## src/design/rcpc_pkg.sv

```systemverilog
// Shared types, constants and the pin-to-slot map for the RC PWM pulse capture block.
// No dependencies; used by rcpc_edge_eval and rc_pwm_pulse_capture.
`default_nettype none

package rcpc_pkg;

    localparam int NUM_PINS   = 8;
    localparam int PIN_IDX_W  = (NUM_PINS > 1) ? $clog2(NUM_PINS) : 1;

    localparam int LEVELS_W   = 8;
    localparam int TIME_W     = 16;
    localparam int SLOT_W     = 3;
    localparam int PWIDTH_W   = 12;
    localparam int MAIN_SLOTS = 4;

    localparam int CFG_IDX_W  = 3;
    localparam int CFG_DATA_W = 16;

    localparam int S_TDATA_W  = 24;
    localparam int M_TDATA_W  = 16;

    // Configuration register indexes
    localparam logic [CFG_IDX_W-1:0] CFG_PIN_ENABLE   = 3'd0;
    localparam logic [CFG_IDX_W-1:0] CFG_MIN_WIDTH    = 3'd1;
    localparam logic [CFG_IDX_W-1:0] CFG_MAX_WIDTH    = 3'd2;
    localparam logic [CFG_IDX_W-1:0] CFG_FS_THRESHOLD = 3'd3;
    localparam logic [CFG_IDX_W-1:0] CFG_FS_ENABLE    = 3'd4;

    localparam logic [LEVELS_W-1:0]   RST_PIN_ENABLE   = 8'd255;
    localparam logic [TIME_W-1:0]     RST_MIN_WIDTH    = 16'd900;
    localparam logic [TIME_W-1:0]     RST_MAX_WIDTH    = 16'd2200;
    localparam logic [TIME_W-1:0]     RST_FS_THRESHOLD = 16'd985;

    localparam logic [PWIDTH_W-1:0]   PWIDTH_SAT       = 12'd4095;
    localparam logic [MAIN_SLOTS-1:0] MAIN_MASK_FULL   = 4'hF;

    typedef struct packed {
        logic [LEVELS_W-1:0] pin_enable;
        logic [TIME_W-1:0]   min_width;
        logic [TIME_W-1:0]   max_width;
        logic [TIME_W-1:0]   fs_threshold;
        logic                fs_enable;
    } cfg_t;

    typedef struct packed {
        logic [NUM_PINS-1:0]               hit;
        logic [NUM_PINS-1:0][PWIDTH_W-1:0] width;
        logic [NUM_PINS-1:0]               rise_load;
        logic                              credit;
        logic [MAIN_SLOTS-1:0]             good_next;
    } eval_t;

    // Fixed receiver wiring: pins 0..7 land on slots 2,4,5,6,7,0,1,3
    function automatic logic [SLOT_W-1:0] slot_of_pin(input logic [2:0] pin);
        logic [SLOT_W-1:0] slot;
        case (pin)
            3'd0:    slot = 3'd2;
            3'd1:    slot = 3'd4;
            3'd2:    slot = 3'd5;
            3'd3:    slot = 3'd6;
            3'd4:    slot = 3'd7;
            3'd5:    slot = 3'd0;
            3'd6:    slot = 3'd1;
            3'd7:    slot = 3'd3;
            default: slot = 3'd0;
        endcase
        return slot;
    endfunction

endpackage

`default_nettype wire

```

## src/design/rcpc_edge_eval.sv

```systemverilog
// Edge evaluation for one port change event: widths, limit checks, good-mask update.
// Depends on rcpc_pkg.
`default_nettype none

module rcpc_edge_eval
    import rcpc_pkg::*;
(
    input  wire logic [LEVELS_W-1:0] levels,
    input  wire logic [TIME_W-1:0]   time_us,
    input  wire logic [LEVELS_W-1:0] prev_levels,
    input  wire cfg_t                cfg,
    input  wire logic [MAIN_SLOTS-1:0] good_mask,
    input  wire logic [TIME_W-1:0]   rise_time [NUM_PINS],
    output eval_t                    result
);

    logic [LEVELS_W-1:0]   changed;
    logic [TIME_W-1:0]     width_full [NUM_PINS];
    logic [NUM_PINS-1:0]   in_limits;
    logic [MAIN_SLOTS-1:0] good_set;
    logic [MAIN_SLOTS-1:0] good_or;
    logic [SLOT_W-1:0]     slot;

    assign changed = (levels ^ prev_levels) & cfg.pin_enable;

    always_comb begin
        good_set = '0;
        result.hit       = '0;
        result.width     = '0;
        result.rise_load = '0;
        slot = '0;
        for (int i = 0; i < NUM_PINS; i++) begin
            width_full[i] = time_us - rise_time[i];
            in_limits[i]  = (width_full[i] > cfg.min_width) &&
                            (width_full[i] < cfg.max_width);
            result.rise_load[i] = changed[i] & levels[i];
            result.hit[i]       = changed[i] & ~levels[i] & in_limits[i];
            result.width[i]     = (width_full[i] > TIME_W'(PWIDTH_SAT)) ?
                                  PWIDTH_SAT : width_full[i][PWIDTH_W-1:0];
            slot = slot_of_pin(3'(i));
            // Main slots score on the unsaturated width
            if (result.hit[i] && (slot < SLOT_W'(MAIN_SLOTS)) &&
                (width_full[i] > cfg.fs_threshold)) begin
                good_set[slot[1:0]] = 1'b1;
            end
        end

        good_or = good_mask | good_set;
        result.credit    = 1'b0;
        result.good_next = good_mask;
        if (cfg.fs_enable) begin
            result.good_next = good_or;
            if ((|result.hit) && (good_or == MAIN_MASK_FULL)) begin
                result.credit    = 1'b1;
                result.good_next = '0;
            end
        end
    end

endmodule

`default_nettype wire

```

## src/design/rc_pwm_pulse_capture.sv

```systemverilog
// Top level of the multichannel RC PWM pulse width capture block.
// Depends on rcpc_pkg and rcpc_edge_eval.
//
//  channel | direction | handshake              | payload
//  --------+-----------+------------------------+-----------------------------------------
//  s_      | in        | s_tvalid / s_tready    | s_tdata: pin_levels, time_us
//  m_      | out       | m_tvalid / m_tready    | m_tdata: rc_slot, pulse_width;
//          |           |                        | m_tuser: failsafe_credit; m_tlast: last
//  cfg_    | in        | cfg_valid / cfg_ready  | cfg_index, cfg_data
//
// An event hands its n results (0..8) to the result stage, which emits one transaction per
// cycle unless m_tready is low; events with at most one result then stream at one per cycle.
// m_tvalid for the first result rises once the input transaction has passed the input
// register, event buffer and output register. Reset loads the register defaults and clears
// levels, rise times and mask. A stalled m_ side holds the output register; the event buffer
// then fills and s_tready drops until it drains. cfg_ready is always high.
`default_nettype none

module rc_pwm_pulse_capture
    import rcpc_pkg::*;
(
    input  wire logic                  aclk,
    input  wire logic                  aresetn,

    input  wire logic                  s_tvalid,
    output logic                       s_tready,
    input  wire logic [S_TDATA_W-1:0]  s_tdata,   // [7:0] pin_levels, [23:8] time_us

    output logic                       m_tvalid,
    input  wire logic                  m_tready,
    output logic [M_TDATA_W-1:0]       m_tdata,   // [2:0] rc_slot, [14:3] pulse_width, [15] 0
    output logic                       m_tuser,   // [0] failsafe_credit
    output logic                       m_tlast,

    input  wire logic                  cfg_valid,
    output logic                       cfg_ready,
    input  wire logic [CFG_IDX_W-1:0]  cfg_index,
    input  wire logic [CFG_DATA_W-1:0] cfg_data
);

    // Configuration registers
    cfg_t cfg_reg;

    // Input register
    logic                  a_valid_reg;
    logic [LEVELS_W-1:0]   a_levels_reg;
    logic [TIME_W-1:0]     a_time_reg;

    // Capture state
    logic [LEVELS_W-1:0]   prev_levels_reg;
    logic [TIME_W-1:0]     rise_reg [NUM_PINS];
    logic [MAIN_SLOTS-1:0] good_reg;

    // Event buffer: pending results of one evaluated event
    logic [NUM_PINS-1:0]               b_mask_reg;
    logic [NUM_PINS-1:0][PWIDTH_W-1:0] b_width_reg;
    logic                              b_credit_reg;

    // Output register
    logic                  o_valid_reg;
    logic [SLOT_W-1:0]     o_slot_reg;
    logic [PWIDTH_W-1:0]   o_width_reg;
    logic                  o_credit_reg;
    logic                  o_last_reg;

    eval_t                 eval;
    logic                  o_free;
    logic                  b_pop;
    logic                  b_load_ok;
    logic                  a_move;
    logic                  s_fire;
    logic [NUM_PINS-1:0]   b_rest;
    logic [PIN_IDX_W-1:0]  b_sel;

    rcpc_edge_eval u_eval (
        .levels      (a_levels_reg),
        .time_us     (a_time_reg),
        .prev_levels (prev_levels_reg),
        .cfg         (cfg_reg),
        .good_mask   (good_reg),
        .rise_time   (rise_reg),
        .result      (eval)
    );

    // Lowest pending pin goes out first
    always_comb begin
        b_sel = '0;
        for (int i = NUM_PINS - 1; i >= 0; i--) begin
            if (b_mask_reg[i]) begin
                b_sel = PIN_IDX_W'(i);
            end
        end
    end

    assign b_rest    = b_mask_reg & (b_mask_reg - NUM_PINS'(1));
    assign o_free    = ~o_valid_reg | m_tready;
    assign b_pop     = (|b_mask_reg) & o_free;
    // Buffer can take a new event once its last pending result leaves
    assign b_load_ok = ~(|b_mask_reg) | (b_pop & ~(|b_rest));
    assign a_move    = a_valid_reg & b_load_ok;
    assign s_tready  = ~a_valid_reg | a_move;
    assign s_fire    = s_tvalid & s_tready;
    assign cfg_ready = 1'b1;

    assign m_tvalid = o_valid_reg;
    assign m_tdata  = {1'b0, o_width_reg, o_slot_reg};
    assign m_tuser  = o_credit_reg;
    assign m_tlast  = o_last_reg;

    // Configuration writes; unknown indexes are dropped
    always_ff @(posedge aclk) begin
        if (!aresetn) begin
            cfg_reg.pin_enable   <= RST_PIN_ENABLE;
            cfg_reg.min_width    <= RST_MIN_WIDTH;
            cfg_reg.max_width    <= RST_MAX_WIDTH;
            cfg_reg.fs_threshold <= RST_FS_THRESHOLD;
            cfg_reg.fs_enable    <= 1'b1;
        end else if (cfg_valid && cfg_ready) begin
            case (cfg_index)
                CFG_PIN_ENABLE:   cfg_reg.pin_enable   <= cfg_data[LEVELS_W-1:0];
                CFG_MIN_WIDTH:    cfg_reg.min_width    <= cfg_data;
                CFG_MAX_WIDTH:    cfg_reg.max_width    <= cfg_data;
                CFG_FS_THRESHOLD: cfg_reg.fs_threshold <= cfg_data;
                CFG_FS_ENABLE:    cfg_reg.fs_enable    <= cfg_data[0];
                default: begin
                end
            endcase
        end
    end

    // Input register: hold until the event buffer can take the evaluated event
    always_ff @(posedge aclk) begin
        if (!aresetn) begin
            a_valid_reg <= 1'b0;
        end else if (s_fire) begin
            a_valid_reg <= 1'b1;
        end else if (a_move) begin
            a_valid_reg <= 1'b0;
        end
    end

    always_ff @(posedge aclk) begin
        if (s_fire) begin
            a_levels_reg <= s_tdata[LEVELS_W-1:0];
            a_time_reg   <= s_tdata[LEVELS_W +: TIME_W];
        end
    end

    // Capture state advances once per event, in event order
    always_ff @(posedge aclk) begin
        if (!aresetn) begin
            prev_levels_reg <= '0;
            good_reg        <= '0;
            for (int i = 0; i < NUM_PINS; i++) begin
                rise_reg[i] <= '0;
            end
        end else if (a_move) begin
            prev_levels_reg <= a_levels_reg;
            good_reg        <= eval.good_next;
            for (int i = 0; i < NUM_PINS; i++) begin
                if (eval.rise_load[i]) begin
                    rise_reg[i] <= a_time_reg;
                end
            end
        end
    end

    // Event buffer: load on a_move, otherwise drop one pending result per pop
    always_ff @(posedge aclk) begin
        if (!aresetn) begin
            b_mask_reg <= '0;
        end else if (a_move) begin
            b_mask_reg <= eval.hit;
        end else if (b_pop) begin
            b_mask_reg <= b_rest;
        end
    end

    always_ff @(posedge aclk) begin
        if (a_move) begin
            b_width_reg  <= eval.width;
            b_credit_reg <= eval.credit;
        end
    end

    // Output register: refill whenever it empties or is taken
    always_ff @(posedge aclk) begin
        if (!aresetn) begin
            o_valid_reg <= 1'b0;
        end else if (o_free) begin
            o_valid_reg <= |b_mask_reg;
        end
    end

    always_ff @(posedge aclk) begin
        if (b_pop) begin
            o_slot_reg   <= slot_of_pin(3'(b_sel));
            o_width_reg  <= b_width_reg[b_sel];
            o_last_reg   <= ~(|b_rest);
            o_credit_reg <= b_credit_reg & ~(|b_rest);
        end
    end

endmodule

`default_nettype wire
```

## config.mk

```make
export PLATFORM = sky130hd
export DESIGN_NAME = rc_pwm_pulse_capture
export DESIGN_NICKNAME = d
export VERILOG_FILES = /design/src/design/rcpc_pkg.sv /design/src/design/rcpc_edge_eval.sv /design/src/design/rc_pwm_pulse_capture.sv
export SDC_FILE = /design/constraint.sdc
export NUM_CORES = 1
export LEC_CHECK = 0
export BUFFER_PORTS_ARGS = -buffer_cell sky130_fd_sc_hd__buf_2
export CAP_MARGIN = 20
export CORE_MARGIN = 3
export CORE_UTILIZATION = 35
export CTS_CLUSTER_DIAMETER = 50
export DETAILED_ROUTE_END_ITERATION = 10
export GPL_TIMING_DRIVEN = 0
export PLACE_DENSITY = 0.6
export SLEW_MARGIN = 20
export SYNTH_ARGS = -nofsm -noshare
export SYNTH_HDL_FRONTEND = slang
export SYNTH_SLANG_ARGS = --single-unit
```

## constraint.sdc

```tcl
create_clock -name aclk -period 5.85 [get_ports aclk]
set_input_delay 0.585 -clock aclk [delete_from_list [all_inputs] [get_ports aclk]]
set_output_delay 0.585 -clock aclk [all_outputs]
set_load 0.01 [all_outputs]
```

Yosys cells after proc, flatten, opt, wreduce, memory -nomap -nowiden
Memories as Yosys holds them, arrays and structs flattened. A register that Yosys moved wholly into a read port is not among the register bits.
Index checks and enable logic that the tools add are counted.
{"block": "word_totals", "regBits": 342, "mem_count": 1, "mem_bits_ro": 24, "elab_cells": 176}
{"memory": "(no name shown)", "words": 8, "width": 3, "read_ports": 1, "rd_ports_with_merged_regs": 1, "wr": 0, "line_no": "rcpc_pkg.sv:56", "text": "case (pin)"}
{"block": "classes", "eq_ne": 5, "n_mux": 19, "order_cmp": 29, "reduce_logical": 33, "bitwise": 48, "add_sub_neg": 9}
{"op": "greater-than comparator 16 bit", "count": 12}
{"op": "greater-than comparator 16 x 12 -> 1 bit, second input constant", "count": 8}
{"op": "less-than comparator 16 bit", "count": 8}
{"op": "subtractor 16 bit", "count": 8}
{"op": "binary-select mux 12 bit (select 3 bit)", "count": 1}
{"op": "bitwise AND 1 bit", "count": 29}
{"op": "AND reduction 2 bit", "count": 14}
{"op": "two-way mux 3 bit", "count": 9}
{"op": "OR reduction 8 bit", "count": 3}
{"op": "bitwise AND 8 bit", "count": 2}
{"op": "two-way mux 8 bit", "count": 2}
{"op": "logical AND 1 bit", "count": 13}
{"op": "two-way mux 12 bit", "count": 1}
{"op": "NOT 1 bit", "count": 12}
{"op": "subtractor 8 x 1 -> 8 bit, second input constant", "count": 1}
{"op": "bitwise XOR 8 bit", "count": 1}
{"op": "== test 3 x 2 -> 1 bit, second input constant", "count": 2}
{"op": "two-way mux 5 bit", "count": 1}
{"op": "== test 4 bit, second input constant", "count": 1}
{"op": "less-than comparator 3 x 4 -> 1 bit, second input constant", "count": 1}
{"op": "two-way mux 4 bit", "count": 1}
{"op": "bitwise OR 4 bit", "count": 1}
{"op": "nonzero test 2 bit", "count": 2}
{"op": "== test 3 x 1 -> 1 bit, second input constant", "count": 1}
{"op": "5 further kinds", "count": 9}

Depth between registers and ports, before layout
Gate-level depths: netlist of run 1.
{"block": "depth", "word_depth": 13, "depth_mapped": 22}

By module
A second synthesis of run 1 with hierarchy kept.
{"block": "hier_totals", "cells_unflattened": 2983, "area_unflattened_um2": 27018.4}
{"module": "rcpc_edge_eval", "n_inst": 1, "cells_per_inst": 1927, "area_per_inst_um2": 14033.5, "seq_area_each_um2": 0.0}
{"module": "rc_pwm_pulse_capture", "n_inst": 1, "cells_per_inst": 1056, "area_per_inst_um2": 12985.0, "seq_area_each_um2": 8287.9}

Worst setup path before layout of run 1
OpenSTA, ideal clock, no wires.
{"block": "synth_path", "path_type": "register -> register", "from": "register b_mask_reg[0]", "to": "register b_credit_reg, enable pin", "t_required_ns": 5.350, "n_path_buf": 3, "period_less_slack_ns": 5.321, "slack_ns": 0.529, "setup_ns": 0.500, "stages_incl_launch_ff": 9, "arrival_ns": 4.821, "path_cell_list": "dfxtp_1 or4_1 buf_4 a2111oi_4 a21oi_2 o31a_4 buf_6 inv_2 clkbuf_1"}
{"block": "synth_between", "elab_chain_len": 7, "word_cells_on_any_way": 10, "classes_between": "add/sub: 1; bitwise: 7; reduce/logical: 2"}
{"item": "from (decl)", "line_no": "rc_pwm_pulse_capture.sv:55", "text": "logic [NUM_PINS-1:0] b_mask_reg;"}
{"item": "from (signal assigned)", "line_no": "rc_pwm_pulse_capture.sv:173", "text": "b_mask_reg <= eval.hit;"}
{"item": "from (signal assigned)", "line_no": "rc_pwm_pulse_capture.sv:175", "text": "b_mask_reg <= b_rest;"}
{"item": "subtractor 8 x 1 -> 8 bit", "line_no": "rc_pwm_pulse_capture.sv:95", "text": "assign b_rest = b_mask_reg & (b_mask_reg - NUM_PINS'(1));"}
{"item": "bitwise AND 8 bit", "line_no": "rc_pwm_pulse_capture.sv:95"}
{"item": "OR reduction 8 bit", "line_no": "rc_pwm_pulse_capture.sv:99", "text": "assign b_load_ok = ~(|b_mask_reg) | (b_pop & ~(|b_rest));"}
{"item": "NOT 1 bit", "line_no": "rc_pwm_pulse_capture.sv:99"}
{"item": "bitwise AND 1 bit", "line_no": "rc_pwm_pulse_capture.sv:99"}
{"item": "bitwise OR 1 bit (*)", "line_no": "rc_pwm_pulse_capture.sv:99"}
{"item": "bitwise AND 1 bit (*)", "line_no": "rc_pwm_pulse_capture.sv:100", "text": "assign a_move = a_valid_reg & b_load_ok;"}
{"item": "via a_move", "line_no": "rc_pwm_pulse_capture.sv:70", "text": "logic a_move;"}
{"item": "to (signal assigned)", "line_no": "rc_pwm_pulse_capture.sv:182", "text": "b_credit_reg <= eval.credit;"}
{"item": "to (decl)", "line_no": "rc_pwm_pulse_capture.sv:57", "text": "logic b_credit_reg;"}
The timed path passes the listed nets; every way through them passes the cells marked *.
A chain may end at the register's enable or synchronous reset.

Worst setup path after layout of run 1
{"block": "layout_path", "from": "register a_time_reg[0]", "to": "register b_credit_reg (data pin)"}
{"block": "layout_between", "elab_chain_len": 12, "word_cells_on_any_way": 57, "classes_between": "add/sub: 8; order compare: 20; eq/ne: 1; mux: 5; bitwise: 9; reduce/logical: 14"}
{"item": "from (decl)", "line_no": "rc_pwm_pulse_capture.sv:47", "text": "logic [TIME_W-1:0] a_time_reg;"}
{"item": "from (signal assigned)", "line_no": "rc_pwm_pulse_capture.sv:145", "text": "a_time_reg <= s_tdata[LEVELS_W +: TIME_W];"}
{"item": "subtractor 16 bit", "line_no": "rcpc_edge_eval.sv:33", "text": "width_full[i] = time_us - rise_time[i];"}
{"item": "greater-than comparator 16 bit / less-than comparator 16 bit (equally long branches)", "line_no": "rcpc_edge_eval.sv:34, rcpc_edge_eval.sv:35"}
{"item": "logical AND 1 bit", "line_no": "rcpc_edge_eval.sv:34", "text": "in_limits[i] = (width_full[i] > cfg.min_width) &&"}
{"item": "bitwise AND 1 bit", "line_no": "rcpc_edge_eval.sv:37", "text": "result.hit[i] = changed[i] & ~levels[i] & in_limits[i];"}
{"item": "logical AND 1 bit", "line_no": "rcpc_edge_eval.sv:42", "text": "if (result.hit[i] && (slot < SLOT_W'(MAIN_SLOTS)) &&"}
{"item": "two-way mux 1 bit", "line_no": "rcpc_edge_eval.sv:42"}
{"item": "two-way mux 2 bit", "line_no": "rcpc_edge_eval.sv:42"}
{"item": "two-way mux 4 bit", "line_no": "rcpc_edge_eval.sv:42"}
{"item": "bitwise OR 4 bit", "line_no": "rcpc_edge_eval.sv:48", "text": "good_or = good_mask | good_set;"}
{"item": "== test 4 bit", "line_no": "rcpc_edge_eval.sv:53", "text": "if ((|result.hit) && (good_or == MAIN_MASK_FULL)) begin"}
{"item": "logical AND 1 bit (*)", "line_no": "rcpc_edge_eval.sv:53"}
{"item": "two-way mux 5 bit (*)", "line_no": "rcpc_edge_eval.sv:53"}
Mark *: on every way between the ends. The rest lies on a longest branch, timed or not.

==> results of run 1 <==
[report_power, final]
part           leakage (nW)  switching [mW]  internal [mW]
sequential             2.78          0.0813           2.63
clock                 0.837            1.24           1.84
combinational          8.00            1.67           1.04
total                  11.6            2.99           5.52
[per-layer routing]
layer	track usage	share of wire	up-vias	wire length [µm]
met2	0.340	0.44	615	39100
met4	0.0654	0.032	0	2810
met5	0	0	-	0
met1	0.296	0.46	10500	40500
met3	0.0279	0.062	130	5480
li1	-	-	11100	-
[logic make-up after synthesis]
group,synth area share
AOI/OAI and AO/OA,0.153
xor gates and xnor gates,0.0319
adders and majority gates,0.209
buffers and inverters,0.0483
DFF,0.308
muxes,0.0483
other,0.000279
and+or+nand+nor,0.201
[layout make-up]
type / instances / area (µm²) / share of cell area
clock buffer: 62 / 1340 / 0.0438
timing repair buffer: 82 / 510 / 0.0167
tap: 1030 / 1290 / 0.0421
inverter: 213 / 803 / 0.0263
multi-input combinational: 2302 / 17500 / 0.572
sequential: 345 / 8290 / 0.271
buffer: 102 / 507 / 0.0166
clock inverter: 27 / 349 / 0.0114
[what timing repair did]
item	CTS	global route
pin swaps	0	3
resized for setup	11	19
endpoints found under the setup margin	6	5
endpoints found under the hold margin	0	0
hold buffers	0	0
buffers inserted	5	8
[synthesized netlist by cell type (all sizes together), types with 68 or more instances]
cell	n
a21oi	180
clkbuf	74
dfxtp	207
edfxtp	138
ha	436
inv	213
mux2i	130
nand2	297
nand3	93
nand3b	72
nor2	92
nor2b	161
o21ai	93
xnor2	68
[stage by stage]
step	power, mW	utilization
after global routing	8.96	0.402
after floorplan	4.57	-
after global placement	5.32	0.375
final	8.51	0.402
after detailed placement	5.36	0.376
after CTS	8.47	0.400
[worst min-delay path by stage]
stage	to	slack (ps)	from
after floorplan	cfg_reg[11]	440	cfg_reg[11]
after global placement	cfg_reg[26]	450	cfg_reg[26]
after detailed placement	cfg_reg[26]	460	cfg_reg[26]
after CTS	a_time_reg[9]	110	s_tdata[17]
after global routing	a_time_reg[12]	120	s_tdata[20]
final	a_time_reg[9]	140	s_tdata[17]
==> reports/results.ini, run 1 <==
[layout]
stdcell_area_um2=30600
fillerInstances=7663
layout_commonest_cell=ha_1
area_growth_syn_to_layout_pct=13.6
num_antenna_cells=0
final_cells=4163
largest_reg_flops=128
final_net_count=3587
layout-drive-gt1-share=0.0833
final_cell_mix=ha_1, nand2_1, inv_1

[yosys]
synth_nets=3455
ys_top_cells_by_area=ha_1, dfxtp_1, edfxtp_1
synth_edf_count=138
postSynthCellCount=2963
synth_largest_area_cell=ha_1
synth-seq-area-share=0.308
yosys_warnings=0
netlist_area_um2=26900
synth_top_area_share=0.203
synthArstFlopShare=0
synth_ff_type=dfxtp_1
syn_area_per_cell_um2=9.09
yosysUniqueCellTypes=77
ys_ff_latch=345

[timing]
worst_pin_slew_ps=1140
finalWorstPathRequiredPeriod_ps=5700
slew_viol_final=0
fmax_ghz=0.175
setup_ws_ps=145
fin_setup_tns_ps=0
hold_viol_final=0
hold_slack_ps=138
finalCritPeriodShare=0.975
finClkSkew_ps=21.3
finalSetupViolCount=0
slew_headroom=0.236

[route]
drt_wl_total_mm=87.9
wire_per_inst_um=21.1
first_pass_iters=6
ant_nets=0
drt_iter0_markers=1762
viasPerCell=5.36
via_count=22300
drc=0

[clock_tree]
cts_tree=built
clockBufferDepth=3
clock_sinks=345
cts_max_level=2
clk_pin_slew_ps=60
worstSkewPairLatency_ps=620
clockRootBuffer=clkbuf_16
cts_buffers=49

[setup_path]
crit_cells=21
r2r_slack_ps=150
cp_num_buf_inv=3
crit_family=compound AO/OA/AOI/OAI gates
crit_path_max_incr_delay_ps=650
r2r_start=a_time_reg[0]
startpoint=a_time_reg[0]
cpMaxStageDelayCell=xnor2_1
worstReg2RegEnd=b_credit_reg
r2r_cells=21
critical_path_arrival_ps=6050
path_max_fanout=9
critical_path_class=reg -> reg
worstSetupEndpointType=flop
crit_top_cell=a21oi_1
worstSetupStartpointType=flop
crit_required_ps=6200
endpoint=b_credit_reg
path_cells=clkbuf_4 -> clkinvlp_4 -> ha_1 -> inv_1 -> fa_1 -> a211oi_2 -> o21ai_0 -> a31oi_1 -> a21oi_1 -> a21o_1 -> a21oi_1 -> xnor2_1 -> ha_1 -> a21oi_1 -> nand2_1 -> a221o_1 -> a211o_1 -> and4_1 -> nor4_1 -> nand2_1 -> and3_1

[outcome]
status=completed

[pwr]
leakage_nw=11.6
powerDensity_nw_per_um2=278
ir_drop_mv=0.205

[global_routing]
grt_pass1_wl_mm=130
grt_pass1_vias=20700
grt.overflow.total=0
grt_util_all_layers=0.212
grt_max_degree=48
antenna_found_initial=0

[floorplanning]
io-pin-count=69
die-area_um2=80300
fp.dieW_um=283
core_um2=76100
initial_core_util=0.354
die_height_um=283
rows=101

[placement]
pre_cts_ws_ps=-710
postPlaceCellArea_um2=28600
io_buffers=65
dp.cells=4061
place.gp.congestion=0.945
dpl.hpwl_mm=71.5

[worst_hold_path]
hold_path_class=in -> reg
holdPathStages=1

[run]
maxCapViolCount=0

(Power assumes the default switching activity.)
==> run 2: changes to the inputs <==
Settings changed: SYNTH_HIERARCHICAL set to 1.
==> reports/results.ini, run 2 <==
[floorplanning]
core_um2=76200  ; was 76100 µm²
rows=101  ; unchanged
fp.dieW_um=284  ; was 283 µm
initial_core_util=0.355  ; was 0.354
die_height_um=284  ; was 283 µm
io-pin-count=69  ; unchanged
die-area_um2=80600  ; was 80300 µm²

[clock_tree]
cts_tree=built  ; unchanged
cts_hold_buf=0  ; unchanged
cts_max_level=2  ; unchanged
worstSkewPairLatency_ps=610  ; was 620 ps
cts_buffers=50  ; was 49
clockBufferDepth=3  ; unchanged
clock_sinks=345  ; unchanged
clk_pin_slew_ps=60  ; about the same
clockRootBuffer=clkbuf_16  ; unchanged

[placement]
io_buffers=65  ; unchanged
dp.cells=4081  ; was 4061
dpl.hpwl_mm=71.5  ; about the same
pre_cts_ws_ps=-894  ; was -710 ps
place.gp.congestion=0.912  ; was 0.945

[yosys]
ys_ff_latch=345  ; unchanged
synth_common_cells=ha_1, nand2_1, inv_1, mux2i_1, dfxtp_1  ; was ha_1, nand2_1, inv_1, dfxtp_1, a21oi_1
synth_top_area_share=0.202  ; was 0.203
yosysUniqueCellTypes=79  ; was 77
yosys_warnings=6  ; was 0
synthArstFlopShare=0  ; unchanged
postSynthCellCount=2983  ; was 2963
synth_largest_area_cell=ha_1  ; unchanged
synth-seq-area-share=0.307  ; was 0.308
yosysMostFrequentCell=ha_1  ; unchanged
synth_ff_type=dfxtp_1  ; unchanged
synth_edf_count=138  ; unchanged
syn_area_per_cell_um2=9.06  ; was 9.09 µm²
synth_nets=3475  ; was 3455
netlist_area_um2=27000  ; was 26900 µm²
ys_top_cells_by_area=ha_1, dfxtp_1, edfxtp_1  ; unchanged

[global_routing]
grt.overflow.total=0  ; unchanged
grt_pass1_vias=20900  ; was 20700
antenna_found_initial=2  ; was 0
grt_pass1_wl_mm=134  ; was 130 mm
grt_util_all_layers=0.217  ; was 0.212
grt_max_degree=84  ; was 48

[pwr]
p_total_mw=8.56  ; was 8.51 mW
powerDensity_nw_per_um2=277  ; was 278 nW/µm²
ir_drop_mv=0.197  ; was 0.205 mV
leakage_nw=12.8  ; was 11.6 nW

[layout]
final_cells=4202  ; was 4163
final_util=0.406  ; was 0.402
multi_input_area_um2=17700  ; was 17500 µm²
layout_commonest_cell=ha_1  ; unchanged
area_growth_syn_to_layout_pct=14.5  ; was 13.6%
fillerInstances=7557  ; was 7663
final_cell_mix=ha_1, nand2_1, inv_1  ; unchanged
final-seq-area_um2=8290  ; unchanged
largest_reg_flops=128  ; unchanged
layout-drive-gt1-share=0.0886  ; was 0.0833
final_net_count=3621  ; was 3587

[route]
drt_wl_total_mm=89.8  ; was 87.9 mm
viasPerCell=5.41  ; was 5.36
drt_iter0_markers=1916  ; was 1762
wire_per_inst_um=21.4  ; was 21.1 µm
via_count=22700  ; was 22300
drc=0  ; unchanged
first_pass_iters=6  ; unchanged
ant_nets=0  ; unchanged

[timing]
finalCritPeriodShare=0.967  ; was 0.975
finClkSkew_ps=32.8  ; was 21.3 ps
setup_ws_ps=191  ; was 145 ps
slew_headroom=0.219  ; was 0.236
finalWorstPathRequiredPeriod_ps=5660  ; was 5700 ps
hold_viol_final=0  ; unchanged
slew_viol_final=0  ; unchanged
fmax_ghz=0.177  ; was 0.175 GHz
worst_pin_slew_ps=1170  ; was 1140 ps
hold_slack_ps=149  ; was 138 ps
finalSetupViolCount=0  ; unchanged

[setup_path]
path_max_fanout=6  ; was 9
worstSetupEndpointType=flop  ; unchanged
crit_family=compound AO/OA/AOI/OAI gates  ; unchanged
cpMaxStageDelayCell=xnor2_1  ; unchanged
cp_num_buf_inv=1  ; was 3
critical_path_class=reg -> reg  ; unchanged
worstSetupStartpointType=flop  ; unchanged
critical_path_arrival_ps=6130  ; was 6050 ps
crit_required_ps=6320  ; was 6200 ps
crit_path_max_incr_delay_ps=620  ; was 650 ps
path_cells=clkinvlp_4 -> ha_1 -> fa_1 -> nor2b_1 -> o21ai_0 -> a21boi_2 -> o211ai_1 -> nand3_1 -> nand2_1 -> xnor2_1 -> ha_1 -> nand4_1 -> nor4_1 -> a211oi_1 -> o41ai_1 -> or4_4 -> a211o_1 -> a2111oi_4 -> a21oi_1 -> mux2i_1 -> nor2b_1  ; was clkbuf_4 -> clkinvlp_4 -> ha_1 -> inv_1 -> fa_1 -> a211oi_2 -> o21ai_0 -> a31oi_1 -> a21oi_1 -> a21o_1 -> a21oi_1 -> xnor2_1 -> ha_1 -> a21oi_1 -> nand2_1 -> a221o_1 -> a211o_1 -> and4_1 -> nor4_1 -> nand2_1 -> and3_1

[run]
maxCapViolCount=0  ; unchanged

[worst_hold_path]
hold_path_class=in -> reg  ; unchanged

[outcome]
status=completed  ; unchanged

-- run 2: changes by cell type in the layout (fill, tap and decap cells not counted), sizes merged, moves of 16 or more --
| cell | change |
|---|---|
| nand3b | -57 |
| nand2b | +28 |
| clkbuf | -19 |
| xnor2 | -16 |
| and2 | -33 |
| nor2 | +40 |
| nand2 | +97 |
| nor2b | -113 |
| mux2i | +86 |
| o211ai | -16 |
-- run 2: worst paths after layout --
check	from	slack, ps	to	cells past startpoint
setup / recovery	a_time_reg[0]	190	good_reg[0]	21
hold / removal	s_tdata[23]	150	a_time_reg[15]	1
setup reg to reg	a_time_reg[0]	190	good_reg[0]	21
hold reg to reg	rise_reg[75]	460	rise_reg[75]	2
-- run 2: area by class of cell --
type	count	area share
antenna	1	0.0000809
buffer	80	0.0138
clock buffer	59	0.0456
clock inverter	35	0.0109
inverter	221	0.0271
multi-input combinational	2336	0.573
sequential	345	0.268
tap	1030	0.0417
timing repair buffer	95	0.0198
-- run 2: cells by family (layout without fill, tap and decap cells) --
group / Yosys count / after routing / synth area share
compound gates: 599 / 599 / 0.146
xor+xnor: 84 / 84 / 0.0272
fa+ha+maj: 444 / 444 / 0.208
buf+inv: 302 / 490 / 0.0462
flops: 345 / 345 / 0.307
mux: 228 / 228 / 0.0850
other cells: 2 / 3 / 0.000278
simple gates: 979 / 979 / 0.181
-- run 2: routing by layer --
| metal | wire, µm | GRT usage | up-vias |
|---|---|---|---|
| met5 | 0 | 0 | - |
| met4 | 3100 | 0.0729 | 0 |
| met3 | 5570 | 0.0234 | 150 |
| met2 | 39700 | 0.346 | 737 |
| met1 | 41400 | 0.306 | 10700 |
| li1 | - | - | 11200 |
-- run 2: what timing repair did --
| action | 4_1_cts | 5_1_grt |
|---|---|---|
| resized for setup | 18 | 37 |
| hold endpoints to repair | 0 | 0 |
| endpoints found under the setup margin | 7 | 5 |
| pin swaps | 1 | 6 |
| buffers inserted | 18 | 9 |
-- run 2: power by group --
part | internal, mW | leakage, nW | switching (mW)
Combinational | 1.03 | 9.24 | 1.71
Sequential | 2.62 | 2.75 | 0.0729
Clock | 1.85 | 0.857 | 1.27
-- run 2: metrics by stage --
stage	TNS, ps	instance area [µm²]
floorplan	0	27000
global placement	-4750	28600
detailed placement	-4630	28700
CTS	0	30700
global route	-2.48	30900
finish	0	30900
